[src/rtl/swfr_pkg.sv]
`default_nettype none

package swfr_pkg;

    // Field and register widths.
    localparam int FC_W       = 8;
    localparam int TS_W       = 48;
    localparam int RATE_W     = 24;
    localparam int FRAC_W     = 8;
    localparam int WARM_W     = 16;
    localparam int WCNT_W     = 17;
    localparam int TPS_W      = 30;
    localparam int CFG_IDX_W  = 1;
    localparam int CFG_DATA_W = 30;

    // Default ring depth.
    localparam int DEF_QUEUE_DEPTH = 16;

    // Reset values of the configuration registers.
    localparam logic [WARM_W-1:0] WARM_RESET = '0;
    localparam logic [TPS_W-1:0]  TPS_RESET  = TPS_W'(1000000);

    // Saturated rate.
    localparam logic [RATE_W-1:0] RATE_MAX = '1;

    // Configuration register indexes.
    localparam logic [CFG_IDX_W-1:0] CFG_WARMUP_FRAMES    = 1'b0;
    localparam logic [CFG_IDX_W-1:0] CFG_TICKS_PER_SECOND = 1'b1;

    // One ring entry as stored in memory.
    typedef struct packed {
        logic [FC_W-1:0] frames;
        logic [TS_W-1:0] stamp;
    } t_entry;

    // Sequencer states.
    typedef enum logic [2:0] {
        S_IDLE,
        S_RD_OLD,
        S_WRITE,
        S_CHECK,
        S_MUL,
        S_DIV_GO,
        S_DIV,
        S_DONE
    } t_state;

    // Divider control and status.
    typedef struct packed {
        logic start;
    } t_div_ctrl;

    typedef struct packed {
        logic busy;
        logic done;
    } t_div_stat;

endpackage

`default_nettype wire

[src/rtl/swfr_in_if.sv]
`default_nettype none

interface swfr_in_if;
    import swfr_pkg::*;

    logic            valid;
    logic            ready;
    logic [FC_W-1:0] frame_count;
    logic [TS_W-1:0] time_ticks;

    modport source (output valid, output frame_count, output time_ticks, input ready);
    modport sink   (input valid, input frame_count, input time_ticks, output ready);
endinterface

`default_nettype wire

[src/rtl/swfr_out_if.sv]
`default_nettype none

interface swfr_out_if;
    import swfr_pkg::*;

    logic              valid;
    logic              ready;
    logic [RATE_W-1:0] rate_q8;
    logic              updated;

    modport source (output valid, output rate_q8, output updated, input ready);
    modport sink   (input valid, input rate_q8, input updated, output ready);
endinterface

`default_nettype wire

[src/rtl/swfr_ram.sv]
`default_nettype none

module swfr_ram #(
    parameter int WIDTH = 8,
    parameter int DEPTH = 16
) (
    input  wire                       i_clk,
    input  wire                       i_wr_en,
    input  wire [$clog2(DEPTH)-1:0]   i_wr_addr,
    input  wire [WIDTH-1:0]           i_wr_data,
    input  wire                       i_rd_en,
    input  wire [$clog2(DEPTH)-1:0]   i_rd_addr,
    output logic [WIDTH-1:0]          o_rd_data
);

    logic [WIDTH-1:0] r_mem [DEPTH];

    // One write port and one registered read port.
    always_ff @(posedge i_clk) begin
        if (i_wr_en) begin
            r_mem[i_wr_addr] <= i_wr_data;
        end
        if (i_rd_en) begin
            o_rd_data <= r_mem[i_rd_addr];
        end
    end

endmodule

`default_nettype wire

[src/rtl/swfr_divider.sv]
`default_nettype none

module swfr_divider
    import swfr_pkg::*;
#(
    parameter int DIVD_W = 50
) (
    input  wire                i_clk,
    input  wire                i_rst_n,
    input  t_div_ctrl          i_ctrl,
    input  wire [DIVD_W-1:0]   i_dividend,
    input  wire [TS_W-1:0]     i_divisor,
    output t_div_stat          o_stat,
    output logic [RATE_W-1:0]  o_quotient
);

    localparam int CNT_W = $clog2(RATE_W + 1);

    logic [TS_W-1:0]   r_rem;
    logic [RATE_W-1:0] r_low;
    logic [RATE_W-1:0] r_quot;
    logic [CNT_W-1:0]  r_cnt;
    logic              r_busy;
    logic              r_done;

    logic [TS_W:0]     w_a;
    logic [TS_W+1:0]   w_diff;
    logic              w_ge;

    // Shared subtract-compare. At start it compares the dividend bits above the
    // quotient field with the divisor, which tells whether the quotient fits.
    // Each later step shifts in one dividend bit and subtracts when possible.
    always_comb begin
        if (i_ctrl.start) begin
            w_a = (TS_W + 1)'(i_dividend[DIVD_W-1:RATE_W]);
        end else begin
            w_a = {r_rem, r_low[RATE_W-1]};
        end
        w_diff = {1'b0, w_a} - {2'b00, i_divisor};
        w_ge   = !w_diff[TS_W+1];
    end

    // Control of the iteration.
    always_ff @(posedge i_clk) begin
        if (!i_rst_n) begin
            r_busy <= 1'b0;
            r_done <= 1'b0;
            r_cnt  <= '0;
        end else begin
            r_done <= 1'b0;
            if (i_ctrl.start) begin
                if (w_ge) begin
                    r_done <= 1'b1;
                end else begin
                    r_busy <= 1'b1;
                    r_cnt  <= CNT_W'(RATE_W);
                end
            end else if (r_busy) begin
                r_cnt <= r_cnt - 1'b1;
                if (r_cnt == CNT_W'(1)) begin
                    r_busy <= 1'b0;
                    r_done <= 1'b1;
                end
            end
        end
    end

    // Remainder and quotient.
    always_ff @(posedge i_clk) begin
        if (i_ctrl.start) begin
            r_rem  <= w_a[TS_W-1:0];
            r_low  <= i_dividend[RATE_W-1:0];
            r_quot <= w_ge ? RATE_MAX : '0;
        end else if (r_busy) begin
            r_rem  <= w_ge ? w_diff[TS_W-1:0] : w_a[TS_W-1:0];
            r_low  <= {r_low[RATE_W-2:0], 1'b0};
            r_quot <= {r_quot[RATE_W-2:0], w_ge};
        end
    end

    assign o_stat.busy = r_busy;
    assign o_stat.done = r_done;
    assign o_quotient  = r_quot;

endmodule

`default_nettype wire

[src/rtl/sliding_window_frame_rate_meter_core.sv]
`default_nettype none

// Sliding-window frame rate meter. Each input transaction carries the frames
// rendered since the last report and a 48-bit timestamp in ticks; each one gives
// exactly one output transaction with the current rate in frames per second as
// unsigned 16.8 fixed point, saturating at its maximum, and a flag telling
// whether the rate was recomputed. After reset the first warmup_frames frames
// are only counted. Later reports go into a ring of QUEUE_DEPTH entries, and the
// rate is taken over the window between the oldest stored report and the new
// one. A first stored report or a zero interval keeps the previous rate. A
// recomputed rate comes from the 24-step restoring division that shares one
// subtract-compare unit, which runs no steps when the quotient saturates. A
// new input is accepted only while the sequencer is idle, and the output
// register lets it start while the previous result is still waiting.
// Configuration writes take effect at once and should be made between
// transactions.
module sliding_window_frame_rate_meter_core
    import swfr_pkg::*;
#(
    parameter int QUEUE_DEPTH = DEF_QUEUE_DEPTH
) (
    input  wire                    i_clk,
    input  wire                    i_rst_n,
    input  wire                    i_cfg_we,
    input  wire [CFG_IDX_W-1:0]    i_cfg_idx,
    input  wire [CFG_DATA_W-1:0]   i_cfg_data,
    swfr_in_if.sink                i_in,
    swfr_out_if.source             o_out
);

    localparam int IDX_W  = $clog2(QUEUE_DEPTH);
    localparam int FILL_W = $clog2(QUEUE_DEPTH + 1);
    localparam int SUM_W  = $clog2(QUEUE_DEPTH * 255 + 1);
    localparam int PROD_W = SUM_W + TPS_W;
    localparam int DIVD_W = PROD_W + FRAC_W;

    // Configuration registers.
    logic [WARM_W-1:0] r_warmup_frames;
    logic [TPS_W-1:0]  r_tps;

    // Measuring state.
    logic [WCNT_W-1:0] r_warm_cnt;
    logic [FILL_W-1:0] r_fill;
    logic [IDX_W-1:0]  r_oldest;
    logic [SUM_W-1:0]  r_sum;
    logic [RATE_W-1:0] r_rate;

    // Current transaction.
    logic [FC_W-1:0]   r_fc;
    logic [TS_W-1:0]   r_ts;
    logic              r_first;
    logic              r_upd;
    logic [TS_W-1:0]   r_interval;
    logic [SUM_W-1:0]  r_num;
    logic [PROD_W-1:0] r_prod;

    // Output register.
    logic              r_out_valid;
    logic [RATE_W-1:0] r_out_rate;
    logic              r_out_upd;

    t_state r_state;
    t_state n_state;

    // Decoded conditions.
    logic              w_in_fire;
    logic              w_warming;
    logic              w_full;
    logic [IDX_W-1:0]  w_next_oldest;
    logic              w_out_free;
    t_entry            w_rd_entry;
    t_entry            w_wr_entry;
    logic [TS_W-1:0]   w_interval;

    // Memory and divider controls.
    logic              w_wr_en;
    logic [IDX_W-1:0]  w_wr_addr;
    logic              w_rd_en;
    logic [IDX_W-1:0]  w_rd_addr;
    logic [$bits(t_entry)-1:0] w_rd_data;
    t_div_ctrl         w_div_ctrl;
    t_div_stat         w_div_stat;
    logic [RATE_W-1:0] w_quot;

    assign w_in_fire  = i_in.valid && i_in.ready;
    assign w_warming  = r_warm_cnt < {1'b0, r_warmup_frames};
    assign w_full     = r_fill == FILL_W'(QUEUE_DEPTH);
    assign w_out_free = !r_out_valid || o_out.ready;
    assign w_rd_entry = t_entry'(w_rd_data);
    assign w_interval = r_ts - w_rd_entry.stamp;
    assign w_next_oldest = (r_oldest == IDX_W'(QUEUE_DEPTH - 1)) ? '0 : r_oldest + 1'b1;
    assign w_wr_entry.frames = r_fc;
    assign w_wr_entry.stamp  = r_ts;

    // Next state.
    always_comb begin
        n_state = r_state;
        case (r_state)
            S_IDLE: begin
                if (w_in_fire) begin
                    n_state = w_warming ? S_DONE : S_RD_OLD;
                end
            end
            S_RD_OLD: n_state = S_WRITE;
            S_WRITE:  n_state = S_CHECK;
            S_CHECK: begin
                if (r_first || (w_interval == '0)) begin
                    n_state = S_DONE;
                end else begin
                    n_state = S_MUL;
                end
            end
            S_MUL:    n_state = S_DIV_GO;
            S_DIV_GO: n_state = S_DIV;
            S_DIV: begin
                if (w_div_stat.done) begin
                    n_state = S_DONE;
                end
            end
            S_DONE: begin
                if (w_out_free) begin
                    n_state = S_IDLE;
                end
            end
            default: n_state = S_IDLE;
        endcase
    end

    // Outputs of the sequencer.
    always_comb begin
        i_in.ready       = 1'b0;
        w_wr_en          = 1'b0;
        w_wr_addr        = w_full ? r_oldest : r_fill[IDX_W-1:0];
        w_rd_en          = 1'b0;
        w_rd_addr        = r_oldest;
        w_div_ctrl.start = 1'b0;
        case (r_state)
            S_IDLE:   i_in.ready = 1'b1;
            S_RD_OLD: w_rd_en = 1'b1;
            S_WRITE: begin
                w_wr_en   = 1'b1;
                w_rd_en   = 1'b1;
                w_rd_addr = w_full ? w_next_oldest : '0;
            end
            S_DIV_GO: w_div_ctrl.start = 1'b1;
            default: begin
                i_in.ready = 1'b0;
            end
        endcase
    end

    // Configuration writes.
    always_ff @(posedge i_clk) begin
        if (!i_rst_n) begin
            r_warmup_frames <= WARM_RESET;
            r_tps           <= TPS_RESET;
        end else if (i_cfg_we) begin
            case (i_cfg_idx)
                CFG_WARMUP_FRAMES:    r_warmup_frames <= i_cfg_data[WARM_W-1:0];
                CFG_TICKS_PER_SECOND: r_tps           <= i_cfg_data[TPS_W-1:0];
                default: begin
                    r_tps <= r_tps;
                end
            endcase
        end
    end

    // Sequencer and measuring state.
    always_ff @(posedge i_clk) begin
        if (!i_rst_n) begin
            r_state     <= S_IDLE;
            r_warm_cnt  <= '0;
            r_fill      <= '0;
            r_oldest    <= '0;
            r_sum       <= '0;
            r_rate      <= '0;
            r_out_valid <= 1'b0;
        end else begin
            r_state <= n_state;
            // A finished transaction loads the output register once it is free.
            if ((r_state == S_DONE) && w_out_free) begin
                r_out_valid <= 1'b1;
            end else if (o_out.ready) begin
                r_out_valid <= 1'b0;
            end
            case (r_state)
                S_IDLE: begin
                    if (w_in_fire && w_warming) begin
                        r_warm_cnt <= r_warm_cnt + WCNT_W'(i_in.frame_count);
                    end
                end
                S_WRITE: begin
                    if (w_full) begin
                        r_sum    <= r_sum - SUM_W'(w_rd_entry.frames) + SUM_W'(r_fc);
                        r_oldest <= w_next_oldest;
                    end else begin
                        r_sum  <= r_sum + SUM_W'(r_fc);
                        r_fill <= r_fill + 1'b1;
                    end
                end
                S_DIV: begin
                    if (w_div_stat.done) begin
                        r_rate <= w_quot;
                    end
                end
                default: begin
                    r_rate <= r_rate;
                end
            endcase
        end
    end

    // Datapath of the current transaction.
    always_ff @(posedge i_clk) begin
        case (r_state)
            S_IDLE: begin
                if (w_in_fire) begin
                    r_fc  <= i_in.frame_count;
                    r_ts  <= i_in.time_ticks;
                    r_upd <= 1'b0;
                end
            end
            S_WRITE: begin
                // The very first stored report reads back the slot it writes.
                r_first <= !w_full && (r_fill == '0);
            end
            S_CHECK: begin
                r_interval <= w_interval;
                r_num      <= r_sum - SUM_W'(w_rd_entry.frames);
            end
            S_MUL: r_prod <= r_num * r_tps;
            S_DIV: begin
                if (w_div_stat.done) begin
                    r_upd <= 1'b1;
                end
            end
            S_DONE: begin
                if (w_out_free) begin
                    r_out_rate <= r_rate;
                    r_out_upd  <= r_upd;
                end
            end
            default: begin
                r_fc <= r_fc;
            end
        endcase
    end

    // Ring of stored reports.
    swfr_ram #(
        .WIDTH ($bits(t_entry)),
        .DEPTH (QUEUE_DEPTH)
    ) u_ring (
        .i_clk     (i_clk),
        .i_wr_en   (w_wr_en),
        .i_wr_addr (w_wr_addr),
        .i_wr_data (w_wr_entry),
        .i_rd_en   (w_rd_en),
        .i_rd_addr (w_rd_addr),
        .o_rd_data (w_rd_data)
    );

    // Iterative divider for the rate.
    swfr_divider #(
        .DIVD_W (DIVD_W)
    ) u_div (
        .i_clk      (i_clk),
        .i_rst_n    (i_rst_n),
        .i_ctrl     (w_div_ctrl),
        .i_dividend ({r_prod, FRAC_W'(0)}),
        .i_divisor  (r_interval),
        .o_stat     (w_div_stat),
        .o_quotient (w_quot)
    );

    assign o_out.valid   = r_out_valid;
    assign o_out.rate_q8 = r_out_rate;
    assign o_out.updated = r_out_upd;

endmodule

`default_nettype wire
[src/flat_wrapper.sv]
// flat-port wrapper written by rule: the top's interface ports become plain ports
module sliding_window_frame_rate_meter_core_flat import swfr_pkg::*;
#(
    parameter int QUEUE_DEPTH = DEF_QUEUE_DEPTH
)
  (i_clk, i_rst_n, i_cfg_we, i_cfg_idx, i_cfg_data, i_in_valid, i_in_frame_count, i_in_time_ticks, i_in_ready, o_out_valid, o_out_rate_q8, o_out_updated, o_out_ready);
  swfr_in_if i_in_i ();
  swfr_out_if o_out_i ();
  input  wire i_clk;
  input  wire i_rst_n;
  input  wire i_cfg_we;
  input  wire [CFG_IDX_W-1:0] i_cfg_idx;
  input  wire [CFG_DATA_W-1:0] i_cfg_data;
  input wire logic [$bits(i_in_i.valid)-1:0] i_in_valid;
  input wire logic [$bits(i_in_i.frame_count)-1:0] i_in_frame_count;
  input wire logic [$bits(i_in_i.time_ticks)-1:0] i_in_time_ticks;
  output wire logic [$bits(i_in_i.ready)-1:0] i_in_ready;
  output wire logic [$bits(o_out_i.valid)-1:0] o_out_valid;
  output wire logic [$bits(o_out_i.rate_q8)-1:0] o_out_rate_q8;
  output wire logic [$bits(o_out_i.updated)-1:0] o_out_updated;
  input wire logic [$bits(o_out_i.ready)-1:0] o_out_ready;
  assign i_in_i.valid = i_in_valid;
  assign i_in_i.frame_count = i_in_frame_count;
  assign i_in_i.time_ticks = i_in_time_ticks;
  assign i_in_ready = i_in_i.ready;
  assign o_out_valid = o_out_i.valid;
  assign o_out_rate_q8 = o_out_i.rate_q8;
  assign o_out_updated = o_out_i.updated;
  assign o_out_i.ready = o_out_ready;
  sliding_window_frame_rate_meter_core #(.QUEUE_DEPTH(QUEUE_DEPTH)) u_core (.i_clk(i_clk), .i_rst_n(i_rst_n), .i_cfg_we(i_cfg_we), .i_cfg_idx(i_cfg_idx), .i_cfg_data(i_cfg_data), .i_in(i_in_i), .o_out(o_out_i));
endmodule
[config.mk]
export PLATFORM = sky130hd
export DESIGN_NAME = sliding_window_frame_rate_meter_core_flat
export DESIGN_NICKNAME = d
export VERILOG_FILES = /design/src/rtl/swfr_pkg.sv /design/src/rtl/swfr_in_if.sv /design/src/rtl/swfr_out_if.sv /design/src/rtl/swfr_ram.sv /design/src/rtl/swfr_divider.sv /design/src/rtl/sliding_window_frame_rate_meter_core.sv /design/src/flat_wrapper.sv
export SDC_FILE = /design/constraint.sdc
export NUM_CORES = 2
export LEC_CHECK = 0
export BUFFER_PORTS_ARGS = -buffer_cell sky130_fd_sc_hd__buf_2
export CORE_MARGIN = 3
export CORE_UTILIZATION = 57
export DETAILED_ROUTE_END_ITERATION = 8
export GPL_ROUTABILITY_DRIVEN = 0
export PLACE_DENSITY = 0.78
export SLEW_MARGIN = 30
export SYNTH_ARGS = -nofsm -noshare
export SYNTH_HDL_FRONTEND = slang
export SYNTH_SLANG_ARGS = --single-unit
[constraint.sdc]
create_clock -name i_clk -period 5.72 [get_ports i_clk]
set_input_delay 0.286 -clock i_clk [delete_from_list [all_inputs] [get_ports i_clk]]
set_output_delay 0.286 -clock i_clk [all_outputs]
set_load 0.03 [all_outputs]
==> metrics list <==
- VDD IR-drop max: between 0.9 and 1 mV
* Top achievable clock speed: ~0.17 GHz
- Once placement finished, the instance area stood at 0.0728 sq mm.
* Final worst-path setup slack: -137 ps
* Class of the worst hold path: in -> reg
- Number of fill cells: 7975
- Standard cell core area: around 0.12 sq mm
- Global router's overall resource usage: between 20% and 30%
* Number of synthesized flops with an enable pin: ~1200
- Detailed Routing Iterations Pass 1: 9
- Overall routed net length: between 150000 and 200000 um
- Grouping stages by cell kind, the critical path spends the most delay in adder cells.
* Fraction of power spent switching nets: 36.9%
- Cell-by-cell listing of the critical path: buf_6, buf_16, nand2_2, fa_1, fa_1, inv_2, fa_1, fa_1, inv_1, fa_1, inv_1, ha_4, buf_4, and3_4, nand4_1, a311oi_2, o21a_2, buf_6, o31ai_4, a21bo_2, a21oi_4, o21ai_2, a21oi_1, a31oi_1
- On the final layout, the worst hold slack is around 110 ps.
* Clock network fraction of design power: 21.6%
- Averaged over all synthesized cells, the footprint is 13.0 sq um.
- Worst r2r src: u_core.r_num[3]$_DFFE_PP_
* Biggest area consumer among synthesized cells: edfxtp_1
- Ranked by instance count, the synthesized netlist is headed by edfxtp_1 (1225), nand2_1 (825), inv_1 (501), fa_1 (285), a21oi_1 (268).
- Vias per cell: 6.13
* Vias in the first global route: 46489
- The number of nets handed over by synthesis was roughly 5900.
- DRC marker count from the first detailed-route iteration: about 5000
- The slowest stage of the critical path belongs to the cell fa_1.
- Area of the mapped netlist: a little under 0.07 sq mm
* Register-to-register path setup slack: -140 ps
* Fraction of power consumed by sequential logic: roughly a third
* Final Skew: roughly 24 ps
- CTS clk-pin slew, worst paths: approximately 70 ps
- Global-route wire length before repair: ~270000 um
* Maximum number of pins on one net before global-route repair: between 70 and 80
- Distinct cell type count of the synthesized netlist: 96
* Die Area: between 0.1 and 0.15 sq mm
* Maximum buffer depth of the clock tree: 3
- The run finished, with violations left.
- MaxCap Viol Count: 0
- Initial cell density of the core: between 50% and 60%
- Post-Syn Instances: 5277
- The cell sitting at the root of the clock tree is a clkbuf_16.
* Vertical die dimension: approximately 350 um
- Num rows: about 130
- The setup path with the least slack is of type reg -> reg.
* Global route total overflow: 0
* Post-route cell area: ~0.079 sq mm
* Reg-to-reg endpoint: u_core.r_prod[30]$_DFFE_PP_
- The initial antenna violation count is 3.
- In this run the most critical hold path is launched from i_cfg_we.
* LEAKAGE: 0.0302 uW
- The final reports fail on negative setup slack.
- For the worst setup path, the data required time is between 6000 and 7000 ps.
* Critical Path Fanout Max: 7
- TritonCTS built the clock tree.
* HPWL Detailed: 107000 um
- Leading cell type by number of instances after synthesis: edfxtp_1
- Avg WL per Cell: 23.6 um
- Yosys printed 0 warnings.
- The cell that appears most often on the critical path is fa_1.
- Measured against its own limit, the worst slew margin works out to between 30% and 40%.
- Cell internal power was estimated by the tool at 25500 uW.
- Data on the critical path arrives at its endpoint at roughly 6400 ps.
- The worst hold path terminates at u_core.r_warmup_frames[11]$_SDFFE_PN0P_.
- Total Power: approximately 40000 uW
- For this run, the leading register cell type out of synthesis is edfxtp_1.
- After detailed routing, the number of remaining DRC violations is 0.
- The largest single stage delay on the critical path is between 500 and 600 ps.
- H-tree lvl count: 4
- Area Growth Syn to Fin: 14.5%
- Worst Tran Pin Value: 933 ps
- The share of total power dissipated in combinational logic is around 45%.
- TritonCTS created 136 clock buffers.
- # IOs: ~120
- After synthesis the netlist holds a flip-flop and latch count of 1344.
- Part of the Yosys area used for sequential elements: 57.0%
- Part of the cycle the worst path needs: 102%
* Min cycle time layout: approximately 6000 ps
- Share of layout cells above drive strength 1: between 15 and 20%
* Hold path depth: 4
- By area the synthesized netlist is led by edfxtp_1 (53%), fa_1 (8.3%), mux4_2 (7.3%).
- The number of max-slew violations in the final report is 0.
* Total via count in the routed design: approximately 45000
* Fraction of registers with async set or reset after synthesis: 0%
* Placed insts: about 7000
- Count of input and output buffers: ~120
- Power density over the cells: 513 mW/mm^2
- Die X: between 300 and 400 um
* Clock insertion delay at the later pin of the skew report: between 700 and 800 ps
* # clock sinks: 1344
- STA classifies the critical path endpoint as a flip-flop.
* Endpoints failing hold: 0
- Area share of the largest cell type after synthesis: a little over half
- Measured in cells, the most critical reg-to-reg path has a length of 24.
- Counting both buffers and inverters, the worst setup path holds a total of 7.
- Number of cells in the finished layout apart from fillers: between 7000 and 8000
* Switching power of the nets: roughly 15000 uW
- The detail route stage leaves a number of antenna-violating nets equal to 0.
* Startpoint types: flip-flop
- Number of nets in the layout: between 6000 and 7000
- Setup violations remaining at the end of the flow were counted as 7.
- Setup repair after global routing could not meet its margin everywhere.
flip-flops by register name, indices dropped and copies added, names as in the netlist, 5 cells and up:
register	flops
u_core.u_ring.r_mem	896
u_core.u_ring.o_rd_data	56
u_core.r_interval	48
u_core.r_ts	48
u_core.u_div.r_rem	48
u_core.r_prod	42
u_core.r_tps	30
u_core.o_out.rate_q8	24
u_core.r_rate	24
u_core.u_div.o_quotient	24
u_core.r_warm_cnt	17
u_core.r_warmup_frames	16
u_core.u_div.r_low	16
u_core.r_num	12
u_core.r_sum	12
u_core.r_fc	8
u_core.r_fill	5
u_core.u_div.r_cnt	5
metal layers:
layer	part of all wire [%]	global-route usage, %	wire length, um	up-vias
li1	-	-	-	19598
met1	38	36.0	65100	22567
met2	50	46.1	86000	2441
met3	9.0	5.89	15500	513
met4	3.9	11.4	6750	2
met5	0.0075	0	13	-
layout make-up:
type | count | area (sq um) | share of cell area (%)
inverter | 502 | 1890 | 2.40
clock buffer | 168 | 3600 | 4.57
timing repair buffer | 478 | 4020 | 5.10
sequential | 1344 | 39200 | 49.7
multi-input combinational | 3186 | 27300 | 34.7
tap | 1600 | 2000 | 2.54
clock inverter | 80 | 763 | 0.969
antenna | 2 | 5.00 | 0.00636
power by group through the flow:
stage          Clock, uW  Combinational (uW)  Sequential (uW)
2_1_floorplan          0               11200            13600
3_3_place_gp           0               15800            13800
3_5_place_dp           0               16300            13900
4_1_cts             8770               17300            13700
5_1_grt             9160               19900            13800
6_report            8700               18000            13700
metrics by stage:
step / utilization, % / worst slack (ps) / setup TNS, ps
after detailed placement: 61.3 / -326 / -2090
after CTS: 66.0 / -107 / -235
after floorplan: - / -4.22 / -4.22
after global placement: 61.2 / -322 / -1680
final: 66.2 / -137 / -540
after global routing: 66.2 / -347 / -2440
tightest hold or removal path, cell delays in order:
cell and delay (ps):
buf_2 120, nor2b_2 260, nand2_1 100, a21oi_1 50
repair_timing:
action,in CTS,in global routing
pin swaps,48,65
endpoints found under the setup margin,13,13
gates cloned,1,0
setup buffers,14,12
hold buffers,94,1
hold endpoints to repair,104,10
resized for setup,63,50
cell families (layout without fill, tap and decap cells):
family | count (synthesis) | after routing | synth area share [%]
other cells | 0 | 2 | 0
mux | 241 | 241 | 7.59
xor+xnor | 123 | 123 | 1.57
buf+inv | 747 | 1228 | 4.17
fa+ha+maj | 504 | 504 | 12.3
simple gates | 1525 | 1525 | 10.0
flops | 1344 | 1344 | 57.0
compound gates | 793 | 793 | 7.40
how the worst max path moves through the flow:
stage,startpoint,to,cells after the start
CTS,u_core.r_num[10]$_DFFE_PP_,u_core.r_prod[30]$_DFFE_PP_,22
finish,u_core.r_num[3]$_DFFE_PP_,u_core.r_prod[30]$_DFFE_PP_,24
floorplan,u_core.r_num[6]$_DFFE_PP_,u_core.r_prod[41]$_DFFE_PP_,23
global route,u_core.r_num[6]$_DFFE_PP_,u_core.r_prod[30]$_DFFE_PP_,24
detailed placement,u_core.r_num[6]$_DFFE_PP_,u_core.r_prod[41]$_DFFE_PP_,23
global placement,u_core.r_num[6]$_DFFE_PP_,u_core.r_prod[41]$_DFFE_PP_,23
cell usage in the layout, fill, tap and decap left out, types with 13 or more instances in the layout:
cell type      count
edfxtp_1        1225
nand2_1          818
inv_1            491
fa_1             275
a21oi_1          254
mux4_2           224
buf_4            214
ha_1             212
nor2_1           198
and2_1           189
clkbuf_16        138
buf_2            121
dfxtp_1          116
dlygate4sd3_1     95
a31oi_1           92
o21ai_0           88
a21o_1            81
xnor2_1           73
a211oi_1          73
nand3_1           51
xor2_1            48
nor3_1            46
buf_12            31
clkinv_1          30
nand2b_1          29
nand4_1           28
o21a_1            27
o21bai_1          27
clkbuf_1          27
and3_1            23
or3_1             22
clkinv_2          21
nor2_4            17
nor4_1            16
nor2b_1           15
a21oi_2           13
No activity file was read; power rests on OpenSTA's default activity.
